--- src/sv/wmrs_pkg.sv ---
// Shared types and constants for the waveform min/max/RMS summary block.
// No dependencies; every other file imports this package.
package wmrs_pkg;

   localparam int SAMPLE_BITS       = 16;
   localparam int FRAME_SAMPLES     = 256;
   localparam int FRAMES_PER_GROUP  = 256;
   localparam int MAX_BLOCK_SAMPLES = 1048576;

   // Derived widths: squares, counts and sums at each level
   localparam int SQ_W   = 2 * SAMPLE_BITS - 1;
   localparam int FC_W   = $clog2(FRAME_SAMPLES + 1);
   localparam int FSUM_W = SQ_W + FC_W;
   localparam int GC_W   = $clog2(FRAME_SAMPLES * FRAMES_PER_GROUP + 1);
   localparam int GSF_W  = SQ_W + FC_W + $clog2(FRAMES_PER_GROUP + 1);
   localparam int BC_W   = $clog2(MAX_BLOCK_SAMPLES + 1);
   localparam int BSUM_W = SQ_W + BC_W;
   localparam int DIV_W  = (BSUM_W > GSF_W) ? BSUM_W : GSF_W;
   localparam int D_W    = BC_W;
   localparam int CNT_W  = $clog2(DIV_W + 1);
   localparam int ROOT_STEPS = SAMPLE_BITS - 1;

   localparam logic signed [SAMPLE_BITS-1:0] SMAX = {1'b0, {(SAMPLE_BITS-1){1'b1}}};
   localparam logic signed [SAMPLE_BITS-1:0] SMIN = {1'b1, {(SAMPLE_BITS-1){1'b0}}};
   localparam logic [SAMPLE_BITS-1:0] RMS_CAP = {1'b1, {(SAMPLE_BITS-1){1'b0}}};

   localparam logic [1:0] LEVEL_FRAME = 2'd0;
   localparam logic [1:0] LEVEL_GROUP = 2'd1;
   localparam logic [1:0] LEVEL_BLOCK = 2'd2;

   // One finished frame, with group and block snapshots where they close
   typedef struct packed {
      logic signed [SAMPLE_BITS-1:0] fmin;
      logic signed [SAMPLE_BITS-1:0] fmax;
      logic [FSUM_W-1:0]             fsum;
      logic [FC_W-1:0]               fcount;
      logic                          group_end;
      logic signed [SAMPLE_BITS-1:0] gmin;
      logic signed [SAMPLE_BITS-1:0] gmax;
      logic                          block_end;
      logic signed [SAMPLE_BITS-1:0] bmin;
      logic signed [SAMPLE_BITS-1:0] bmax;
      logic [BSUM_W-1:0]             bsum;
      logic [BC_W-1:0]               bcount;
   } job_type;

   typedef enum logic [2:0] {
      S_IDLE, S_DIV, S_MUL, S_ACC, S_ROOT, S_SQRT, S_EMIT
   } back_state_type;

endpackage

--- src/sv/wmrs_front.sv ---
// Front part: takes samples, tracks min/max, square sums and counts per level.
// Depends on wmrs_pkg; pushes one job per closed frame into the queue.
module wmrs_front import wmrs_pkg::*; (
   input  logic                          clock,
   input  logic                          reset,
   input  logic signed [SAMPLE_BITS-1:0] sample,
   input  logic                          end_of_block,
   input  logic                          accept,
   output logic                          push,
   output job_type                       job
);

   logic signed [SAMPLE_BITS-1:0] fmin_ff, fmax_ff, gmin_ff, gmax_ff, bmin_ff, bmax_ff;
   logic signed [SAMPLE_BITS-1:0] fmin_in, fmax_in, gmin_in, gmax_in, bmin_in, bmax_in;
   logic [FSUM_W-1:0] fsum_ff, fsum_in;
   logic [FC_W-1:0]   fcnt_ff, fcnt_in;
   logic [GC_W-1:0]   gcnt_ff, gcnt_in;
   logic [BSUM_W-1:0] bsum_ff, bsum_in;
   logic [BC_W-1:0]   bcnt_ff, bcnt_in;

   logic signed [2*SAMPLE_BITS-1:0] prod;
   logic [SQ_W-1:0] sq;
   logic blk_end, frm_end, grp_end;

   // Fold the sample into every level and decide which spans close
   always_comb begin
      prod    = (2*SAMPLE_BITS)'(sample) * (2*SAMPLE_BITS)'(sample);
      sq      = SQ_W'(prod);
      fmin_in = (sample < fmin_ff) ? sample : fmin_ff;
      fmax_in = (sample > fmax_ff) ? sample : fmax_ff;
      gmin_in = (sample < gmin_ff) ? sample : gmin_ff;
      gmax_in = (sample > gmax_ff) ? sample : gmax_ff;
      bmin_in = (sample < bmin_ff) ? sample : bmin_ff;
      bmax_in = (sample > bmax_ff) ? sample : bmax_ff;
      fsum_in = fsum_ff + FSUM_W'(sq);
      fcnt_in = fcnt_ff + 1'b1;
      bsum_in = bsum_ff + BSUM_W'(sq);
      bcnt_in = bcnt_ff + 1'b1;
      gcnt_in = gcnt_ff + GC_W'(fcnt_in);
      blk_end = end_of_block || (bcnt_in >= BC_W'(MAX_BLOCK_SAMPLES));
      frm_end = (fcnt_in >= FC_W'(FRAME_SAMPLES)) || blk_end;
      grp_end = frm_end &&
                ((gcnt_in >= GC_W'(FRAME_SAMPLES * FRAMES_PER_GROUP)) || blk_end);

      push          = accept && frm_end;
      job.fmin      = fmin_in;
      job.fmax      = fmax_in;
      job.fsum      = fsum_in;
      job.fcount    = fcnt_in;
      job.group_end = grp_end;
      job.gmin      = gmin_in;
      job.gmax      = gmax_in;
      job.block_end = blk_end;
      job.bmin      = bmin_in;
      job.bmax      = bmax_in;
      job.bsum      = bsum_in;
      job.bcount    = bcnt_in;
   end

   // Advance the accumulators, clearing each level as it closes
   always_ff @(posedge clock) begin
      if (reset) begin
         fmin_ff <= SMAX; fmax_ff <= SMIN; fsum_ff <= '0; fcnt_ff <= '0;
         gmin_ff <= SMAX; gmax_ff <= SMIN; gcnt_ff <= '0;
         bmin_ff <= SMAX; bmax_ff <= SMIN; bsum_ff <= '0; bcnt_ff <= '0;
      end else if (accept) begin
         if (frm_end) begin
            fmin_ff <= SMAX; fmax_ff <= SMIN; fsum_ff <= '0; fcnt_ff <= '0;
         end else begin
            fmin_ff <= fmin_in; fmax_ff <= fmax_in; fsum_ff <= fsum_in; fcnt_ff <= fcnt_in;
         end
         if (grp_end) begin
            gmin_ff <= SMAX; gmax_ff <= SMIN; gcnt_ff <= '0;
         end else begin
            gmin_ff <= gmin_in; gmax_ff <= gmax_in;
            if (frm_end) gcnt_ff <= gcnt_in;
         end
         if (blk_end) begin
            bmin_ff <= SMAX; bmax_ff <= SMIN; bsum_ff <= '0; bcnt_ff <= '0;
         end else begin
            bmin_ff <= bmin_in; bmax_ff <= bmax_in; bsum_ff <= bsum_in; bcnt_ff <= bcnt_in;
         end
      end
   end

endmodule

--- src/sv/wmrs_queue.sv ---
// Two-entry job queue between the front and back parts.
// Depends on wmrs_pkg for the job type.
module wmrs_queue import wmrs_pkg::*; (
   input  logic    clock,
   input  logic    reset,
   input  logic    push,
   input  job_type push_job,
   output logic    not_full,
   input  logic    pop,
   output logic    not_empty,
   output job_type head
);

   job_type    entry_ff [2];
   logic       wr_ff, rd_ff;
   logic [1:0] count_ff;

   assign not_full  = (count_ff != 2'd2);
   assign not_empty = (count_ff != 2'd0);
   assign head      = entry_ff[rd_ff];

   // Store on push
   always_ff @(posedge clock) begin
      if (push) entry_ff[wr_ff] <= push_job;
   end

   // Move pointers and fill count
   always_ff @(posedge clock) begin
      if (reset) begin
         wr_ff <= 1'b0; rd_ff <= 1'b0; count_ff <= 2'd0;
      end else begin
         if (push) wr_ff <= ~wr_ff;
         if (pop)  rd_ff <= ~rd_ff;
         count_ff <= count_ff + {1'b0, push} - {1'b0, pop};
      end
   end

endmodule

--- src/sv/wmrs_back.sv ---
// Back part: per job, divides sums by counts, takes square roots, emits results.
// Depends on wmrs_pkg; one shared bit-serial divider and square-root sequencer.
module wmrs_back import wmrs_pkg::*; (
   input  logic                          clock,
   input  logic                          reset,
   input  logic                          job_valid,
   input  job_type                       job,
   output logic                          pop,
   output logic                          rsp_valid,
   input  logic                          rsp_ready,
   output logic [1:0]                    rsp_level,
   output logic signed [SAMPLE_BITS-1:0] rsp_min_value,
   output logic signed [SAMPLE_BITS-1:0] rsp_max_value,
   output logic [SAMPLE_BITS-1:0]        rsp_rms_value,
   output logic                          rsp_last
);

   back_state_type state_ff, state_in;
   logic [1:0]        kind_ff, kind_in;
   logic [DIV_W-1:0]  dvd_ff, dvd_in;
   logic [D_W-1:0]    rem_ff, rem_in, dsr_ff, dsr_in;
   logic [CNT_W-1:0]  cnt_ff, cnt_in;
   logic [GSF_W-1:0]  prod_ff, prod_in, gsf_ff, gsf_in;
   logic [GC_W-1:0]   gcnt_ff, gcnt_in;
   logic [SQ_W-1:0]   v_ff, v_in, r_ff, r_in, bit_ff, bit_in;
   logic [SAMPLE_BITS-1:0] rms_ff, rms_in;
   logic              out_valid_ff, out_valid_in;
   logic [1:0]        out_level_ff, out_level_in;
   logic signed [SAMPLE_BITS-1:0] out_min_ff, out_min_in, out_max_ff, out_max_in;
   logic [SAMPLE_BITS-1:0] out_rms_ff, out_rms_in;
   logic              out_last_ff, out_last_in;

   logic [D_W:0]   rem_sh;
   logic           qbit;
   logic [SQ_W:0]  trial;
   logic           load;

   // Sequence divide, accumulate, root and emit for each level of a job
   always_comb begin
      state_in = state_ff; kind_in = kind_ff;
      dvd_in = dvd_ff; rem_in = rem_ff; dsr_in = dsr_ff; cnt_in = cnt_ff;
      prod_in = prod_ff; gsf_in = gsf_ff; gcnt_in = gcnt_ff;
      v_in = v_ff; r_in = r_ff; bit_in = bit_ff; rms_in = rms_ff;
      out_valid_in = out_valid_ff && !rsp_ready;
      out_level_in = out_level_ff; out_min_in = out_min_ff; out_max_in = out_max_ff;
      out_rms_in = out_rms_ff; out_last_in = out_last_ff;
      pop = 1'b0; load = 1'b0;
      rem_sh = {rem_ff, dvd_ff[DIV_W-1]};
      qbit   = (rem_sh >= {1'b0, dsr_ff});
      trial  = {1'b0, r_ff} + {1'b0, bit_ff};

      case (state_ff)
         S_IDLE: begin
            if (job_valid) begin
               kind_in  = LEVEL_FRAME;
               dvd_in   = DIV_W'(job.fsum);
               dsr_in   = D_W'(job.fcount);
               rem_in   = '0;
               cnt_in   = '0;
               state_in = S_DIV;
            end
         end
         S_DIV: begin
            rem_in = qbit ? D_W'(rem_sh - {1'b0, dsr_ff}) : rem_sh[D_W-1:0];
            dvd_in = {dvd_ff[DIV_W-2:0], qbit};
            cnt_in = cnt_ff + 1'b1;
            if (cnt_ff == CNT_W'(DIV_W - 1))
               state_in = (kind_ff == LEVEL_FRAME) ? S_MUL : S_ROOT;
         end
         S_MUL: begin
            prod_in  = GSF_W'(dvd_ff[SQ_W-1:0]) * GSF_W'(FRAME_SAMPLES);
            state_in = S_ACC;
         end
         S_ACC: begin
            gsf_in   = gsf_ff + prod_ff;
            gcnt_in  = gcnt_ff + GC_W'(job.fcount);
            state_in = S_ROOT;
         end
         S_ROOT: begin
            if (|dvd_ff[DIV_W-1:SQ_W-1]) begin
               rms_in   = RMS_CAP;
               state_in = S_EMIT;
            end else begin
               v_in     = {1'b0, dvd_ff[SQ_W-2:0]};
               r_in     = '0;
               bit_in   = SQ_W'(1) << (SQ_W - 3);
               cnt_in   = '0;
               state_in = S_SQRT;
            end
         end
         S_SQRT: begin
            if ({1'b0, v_ff} >= trial) begin
               v_in = v_ff - trial[SQ_W-1:0];
               r_in = (r_ff >> 1) + bit_ff;
            end else begin
               r_in = r_ff >> 1;
            end
            bit_in = bit_ff >> 2;
            cnt_in = cnt_ff + 1'b1;
            if (cnt_ff == CNT_W'(ROOT_STEPS - 1)) begin
               rms_in   = r_in[SAMPLE_BITS-1:0];
               state_in = S_EMIT;
            end
         end
         S_EMIT: begin
            if (!out_valid_ff || rsp_ready) begin
               load         = 1'b1;
               out_valid_in = 1'b1;
               out_level_in = kind_ff;
               out_rms_in   = rms_ff;
               rem_in       = '0;
               cnt_in       = '0;
               case (kind_ff)
                  LEVEL_FRAME: begin
                     out_min_in  = job.fmin;
                     out_max_in  = job.fmax;
                     out_last_in = !job.group_end && !job.block_end;
                  end
                  LEVEL_GROUP: begin
                     out_min_in  = job.gmin;
                     out_max_in  = job.gmax;
                     out_last_in = !job.block_end;
                  end
                  default: begin
                     out_min_in  = job.bmin;
                     out_max_in  = job.bmax;
                     out_last_in = 1'b1;
                  end
               endcase
               if (kind_ff == LEVEL_FRAME && job.group_end) begin
                  kind_in  = LEVEL_GROUP;
                  dvd_in   = DIV_W'(gsf_ff);
                  dsr_in   = D_W'(gcnt_ff);
                  gsf_in   = '0;
                  gcnt_in  = '0;
                  state_in = S_DIV;
               end else if (kind_ff != LEVEL_BLOCK && job.block_end) begin
                  kind_in  = LEVEL_BLOCK;
                  dvd_in   = DIV_W'(job.bsum);
                  dsr_in   = D_W'(job.bcount);
                  state_in = S_DIV;
               end else begin
                  pop      = 1'b1;
                  state_in = S_IDLE;
               end
            end
         end
         default: state_in = S_IDLE;
      endcase
   end

   // Hold the state register, output valid flag and group accumulators
   always_ff @(posedge clock) begin
      if (reset) begin
         state_ff <= S_IDLE; out_valid_ff <= 1'b0; gsf_ff <= '0; gcnt_ff <= '0;
      end else begin
         state_ff <= state_in; out_valid_ff <= out_valid_in;
         gsf_ff <= gsf_in; gcnt_ff <= gcnt_in;
      end
   end

   // Datapath registers
   always_ff @(posedge clock) begin
      kind_ff <= kind_in; dvd_ff <= dvd_in; rem_ff <= rem_in; dsr_ff <= dsr_in;
      cnt_ff <= cnt_in; prod_ff <= prod_in; v_ff <= v_in; r_ff <= r_in;
      bit_ff <= bit_in; rms_ff <= rms_in;
      out_level_ff <= out_level_in; out_min_ff <= out_min_in; out_max_ff <= out_max_in;
      out_rms_ff <= out_rms_in; out_last_ff <= out_last_in;
   end

   assign rsp_valid     = out_valid_ff;
   assign rsp_level     = out_level_ff;
   assign rsp_min_value = out_min_ff;
   assign rsp_max_value = out_max_ff;
   assign rsp_rms_value = out_rms_ff;
   assign rsp_last      = out_last_ff;

   a_div_bound: assert property (@(posedge clock) disable iff (reset)
      state_ff == S_DIV |-> cnt_ff < CNT_W'(DIV_W)) else $error("divide overran");
   a_pop_emit: assert property (@(posedge clock) disable iff (reset)
      pop |-> state_ff == S_EMIT && job_valid && load) else $error("pop outside emit");
   a_block_job: assert property (@(posedge clock) disable iff (reset)
      load && kind_ff == LEVEL_BLOCK |-> job.block_end && job.group_end)
      else $error("block result without block end");
   a_last_pop: assert property (@(posedge clock) disable iff (reset)
      load |-> (out_last_in == pop)) else $error("last flag and pop disagree");

endmodule

--- src/sv/waveform_min_max_rms_summary.sv ---
// Top level of the waveform min/max/RMS summary block.
// Depends on wmrs_pkg, wmrs_front, wmrs_queue and wmrs_back.
//
// Usage: samples enter on the req_ channel (valid/ready), one per cycle while
// the job queue has room. Each closed frame of 256 samples (or a short final
// frame) yields a frame result on the rsp_ channel; a closed group of 256
// frames adds a group result, and end_of_block (or the block length limit)
// adds a whole-block result. rsp_last marks the final result of one frame.
// A frame result follows the transfer of the sample that closes the frame
// through a 52-step bit-serial divide, a multiply and an accumulate step, a
// 15-step square root and an emit step; a group result and then a block
// result follow, each after its own divide, root and emit. A capped RMS
// skips the root.
// Throughput: one sample per cycle while the two-job queue has room; each
// closed frame keeps the back part busy for its divides and roots, so short
// blocks throttle the input and req_ready drops when the queue is full.
// When the receiver stalls, the result stays in the output register and the
// front keeps taking samples until the queue is full.
// Reset clears all accumulators to their empty values and drops rsp_valid.
module waveform_min_max_rms_summary import wmrs_pkg::*; (
   input  logic                          clock,
   input  logic                          reset,
   input  logic                          req_valid,
   output logic                          req_ready,
   input  logic signed [SAMPLE_BITS-1:0] req_sample,
   input  logic                          req_end_of_block,
   output logic                          rsp_valid,
   input  logic                          rsp_ready,
   output logic [1:0]                    rsp_level,
   output logic signed [SAMPLE_BITS-1:0] rsp_min_value,
   output logic signed [SAMPLE_BITS-1:0] rsp_max_value,
   output logic [SAMPLE_BITS-1:0]        rsp_rms_value,
   output logic                          rsp_last
);

   logic    push, pop, not_full, not_empty;
   job_type push_job, head;

   // Transfer a sample whenever the queue can take a job
   assign req_ready = not_full;

   wmrs_front u_front (
      .clock(clock), .reset(reset), .sample(req_sample),
      .end_of_block(req_end_of_block), .accept(req_valid && req_ready),
      .push(push), .job(push_job)
   );

   wmrs_queue u_queue (
      .clock(clock), .reset(reset), .push(push), .push_job(push_job),
      .not_full(not_full), .pop(pop), .not_empty(not_empty), .head(head)
   );

   wmrs_back u_back (
      .clock(clock), .reset(reset), .job_valid(not_empty), .job(head), .pop(pop),
      .rsp_valid(rsp_valid), .rsp_ready(rsp_ready), .rsp_level(rsp_level),
      .rsp_min_value(rsp_min_value), .rsp_max_value(rsp_max_value),
      .rsp_rms_value(rsp_rms_value), .rsp_last(rsp_last)
   );

endmodule
--- config.mk ---
export PLATFORM = sky130hd
export DESIGN_NAME = waveform_min_max_rms_summary
export DESIGN_NICKNAME = d
export VERILOG_FILES = /design/src/sv/wmrs_pkg.sv /design/src/sv/wmrs_front.sv /design/src/sv/wmrs_queue.sv /design/src/sv/wmrs_back.sv /design/src/sv/waveform_min_max_rms_summary.sv
export SDC_FILE = /design/constraint.sdc
export NUM_CORES = 2
export LEC_CHECK = 0
export BUFFER_PORTS_ARGS = -buffer_cell sky130_fd_sc_hd__buf_2
export CORE_MARGIN = 3
export CORE_UTILIZATION = 30
export CTS_BUF_LIST = sky130_fd_sc_hd__clkbuf_16
export DETAILED_ROUTE_END_ITERATION = 8
export PLACE_DENSITY = 0.53
export SYNTH_ARGS = -nofsm -noshare
export SYNTH_HDL_FRONTEND = slang
export SYNTH_SLANG_ARGS = --single-unit
export TNS_END_PERCENT = 50
--- constraint.sdc ---
create_clock -name clock -period 35.2 [get_ports clock]
set_input_delay 3.52 -clock clock [delete_from_list [all_inputs] [get_ports clock]]
set_output_delay 3.52 -clock clock [all_outputs]
set_load 0.005 [all_outputs]
==> metrics.csv <==
metric,value,unit
numCtsBuffers,116,
hold_start,u_back.rms_ff[11],
layout_min_cycle_time,12740,ps
postCtsHoldBufs,0,
cp-end-kind,flop,
ys_types,106,
pin_count,74,
grt_pass1_vias,43700,
clk_pin_slew_worst_paths,60,ps
cts_buffer_depth,3,
synth_nets,6404,
cp-startpoint,req_sample[15],
root_buffer,clkbuf_16,
nFillCells,20500,
slowest_delay,580,ps
track_usage,15.7,%
worstSkewPairLatency,780,ps
num_vias,42900,
setup_viol,0,
grt_busiest_layer,met2,
worst_pin_slew,1190,ps
die_height,459,um
rows,165,
grt_util_met3,2.18,%
first_pass_iters,6,
synth_seq_cells,1019,
maxSlewViolCount,0,
place.port_buffers,73,
viasPerCell,5.02,
cts_tree,built,
clock_skew,62.1,ps
path_max_fanout,30,
cp_slowest_cell,xnor2_1,
drive_above_1_share,9.16,%
overflow,0,
syn_inst,5758,
synthToLayoutAreaGrowth,11.6,%
grt_max_degree,85,
routed_wl,167,mm
ant_nets,0,
grt_pass1_wl,259,mm
yosysWarnings,0,
cp.arrival,13400,ps
fmax,0.0785,GHz
finalCritPeriodShare,36.2,%
rsz0062_at_grt,false,
hold_viol,0,
die_width,459,um
cts_setup_buffers,0,
grtUsageMet1,21.2,%
crit_type,in -> reg,
crit_buf_inv,6,
seq_area_frac_synth,44.8,%
dr.first_iter.drc_count,3171,
grt.met2_usage,26.1,%
cp.required,35870,ps
drc,0,
avgSynthCellArea,10.7,um2
syn_area,61500,um2
clkSinkCount,1019,
path_delay_family,adder cells,
layout.nets,6409,
gp_congestion,0.865,
crit_path_start_kind,input port,
synthFlopType,edfxtp_1,
place_hpwl,120,mm
slew_headroom,20.6,%
synth-edff-count,717,
core,203000,um2
async_reset_ff_share,0,%
cap_violations,0,
antenna_found_initial,6,
htreeDepth,3,
hp-class,reg -> reg,
start_util,30.3,%
status,completed,
cts_resized,0,
routedWlPerCell,19.6,um
setup_tns,0,ps
r2r_start,u_front.bcnt_ff[0],
die_area,211000,um2
-- cell usage in the layout (no fill, tap or decap), types with 42 or more instances in the layout --
cell type	instances
nand2_1	500
xor2_1	112
nor2_1	390
edfxtp_1	717
and3_1	56
fa_1	232
buf_4	74
dfxtp_1	301
nor3_1	43
mux2_2	98
xnor2_1	173
clkbuf_16	119
ha_1	393
a21oi_1	313
a31oi_1	64
mux2i_1	152
a22oi_1	76
and2_1	66
nand4_1	55
o21ai_0	290
a22o_1	67
or3_1	42
buf_2	72
inv_1	540
a21o_1	125
nand2b_1	42
nand3_1	99
-- layout make-up --
| type | instances | area [um2] | share of cell area, % |
|---|---|---|---|
| timing repair buffer | 146 | 916 | 1.33 |
| clock inverter | 101 | 862 | 1.25 |
| sequential | 1019 | 27600 | 40.1 |
| antenna | 2 | 5.00 | 0.00729 |
| clock buffer | 119 | 2980 | 4.33 |
| inverter | 527 | 1980 | 2.88 |
| tap | 2672 | 3340 | 4.87 |
| multi-input combinational | 3953 | 31000 | 45.2 |
-- registers in the layout, summed over array words and instances (netlist names), 21 cells and up, named ones only --
register and count:
u_queue.entry_ff 440, u_back.gsf_ff 41, u_front.bcnt_ff 21, u_front.fsum_ff 40, u_back.v_ff 31, u_back.r_ff 31, u_back.dsr_ff 21, u_back.prod_ff 31
u_front.bsum_ff 52, u_back.dvd_ff 52, u_back.rem_ff 21
-- cells by family after synthesis --
family	Yosys count	synth area share, %
AOI/OAI and AO/OA	1327	14.2
xor gates and xnor gates	285	4.06
adders and majority gates	625	15.5
buffers and inverters	786	5.01
DFF	1019	44.8
muxes	282	5.44
and+or+nand+nor	1434	10.9
-- cell usage after synthesis, types with 12 or more instances --
master | instances | area (um2)
a21o_1 | 125 | 938
a22oi_1 | 76 | 571
o211ai_1 | 36 | 270
a31oi_1 | 65 | 407
o221ai_1 | 40 | 350
nand3_1 | 99 | 495
mux4_2 | 32 | 721
mux2i_1 | 152 | 1520
nor2b_1 | 36 | 225
nor3_1 | 45 | 225
inv_1 | 517 | 1940
a21oi_1 | 315 | 1580
and3_1 | 56 | 350
nand2_1 | 501 | 1880
or3_1 | 42 | 263
nor2_1 | 401 | 1510
a211oi_1 | 36 | 270
dfxtp_1 | 302 | 6050
nor4_1 | 17 | 106
o21bai_1 | 27 | 203
clkbuf_1 | 205 | 769
and2_1 | 68 | 425
a41oi_1 | 14 | 123
mux2_2 | 98 | 1100
edfxtp_1 | 717 | 21500
xnor2_1 | 173 | 1520
xor2_1 | 112 | 981
a22o_1 | 67 | 587
nand4_1 | 55 | 344
buf_1 | 17 | 63.8
fa_1 | 232 | 4640
o21ai_0 | 290 | 1450
o31ai_1 | 29 | 218
buf_6 | 12 | 135
a211o_1 | 13 | 114
buf_2 | 17 | 85.1
ha_1 | 393 | 4920
o21a_1 | 40 | 300
o22a_1 | 16 | 140
and4_1 | 17 | 149
nand2b_1 | 42 | 263
-- layer usage --
metal / vias to the layer above / share of wire [%]
li1: 20700 / -
met1: 21100 / 46
met2: 826 / 47
met3: 221 / 4.0
met4: 4 / 2.5
met5: - / 0.013
-- final timing paths --
| path | to | slack (ps) | cells after the start |
|---|---|---|---|
| max | u_front.bsum_ff[51] | 22460 | 32 |
| min | u_back.rsp_rms_value[11] | 420 | 0 |
| max reg2reg | u_queue.entry_ff[1][178] | 29130 | 15 |
| min reg2reg | u_back.rsp_rms_value[11] | 420 | 0 |
-- metrics by stage --
step                      cell area (um2)  utilization (%)  setup slack, ps  hold WS (ps)  cells
final                               68700             33.8            22460           418   8539
after CTS                           68700             33.8            22530           420   8537
after detailed placement            64900             31.9            21740           405   8317
after floorplan                     61500                -            21060           400   5758
after global routing                68700             33.8            21750           429   8537
after global placement              64900             31.9            21850           404   8317
-- worst register-to-register path, cell delays in order (launching register included) --
cell	delay [ps]
dfxtp_1	420
ha_1	270
and3_1	280
nand4_4	200
or4_4	580
nand2_1	180
nor2_4	40
buf_4	220
inv_2	70
buf_4	370
o21ai_2	100
buf_4	220
nor2_4	590
buf_4	690
buf_4	770
buf_4	670
Power is not shown: default switching activity piles up to over one toggle a cycle in this logic, so the estimate is an artifact.
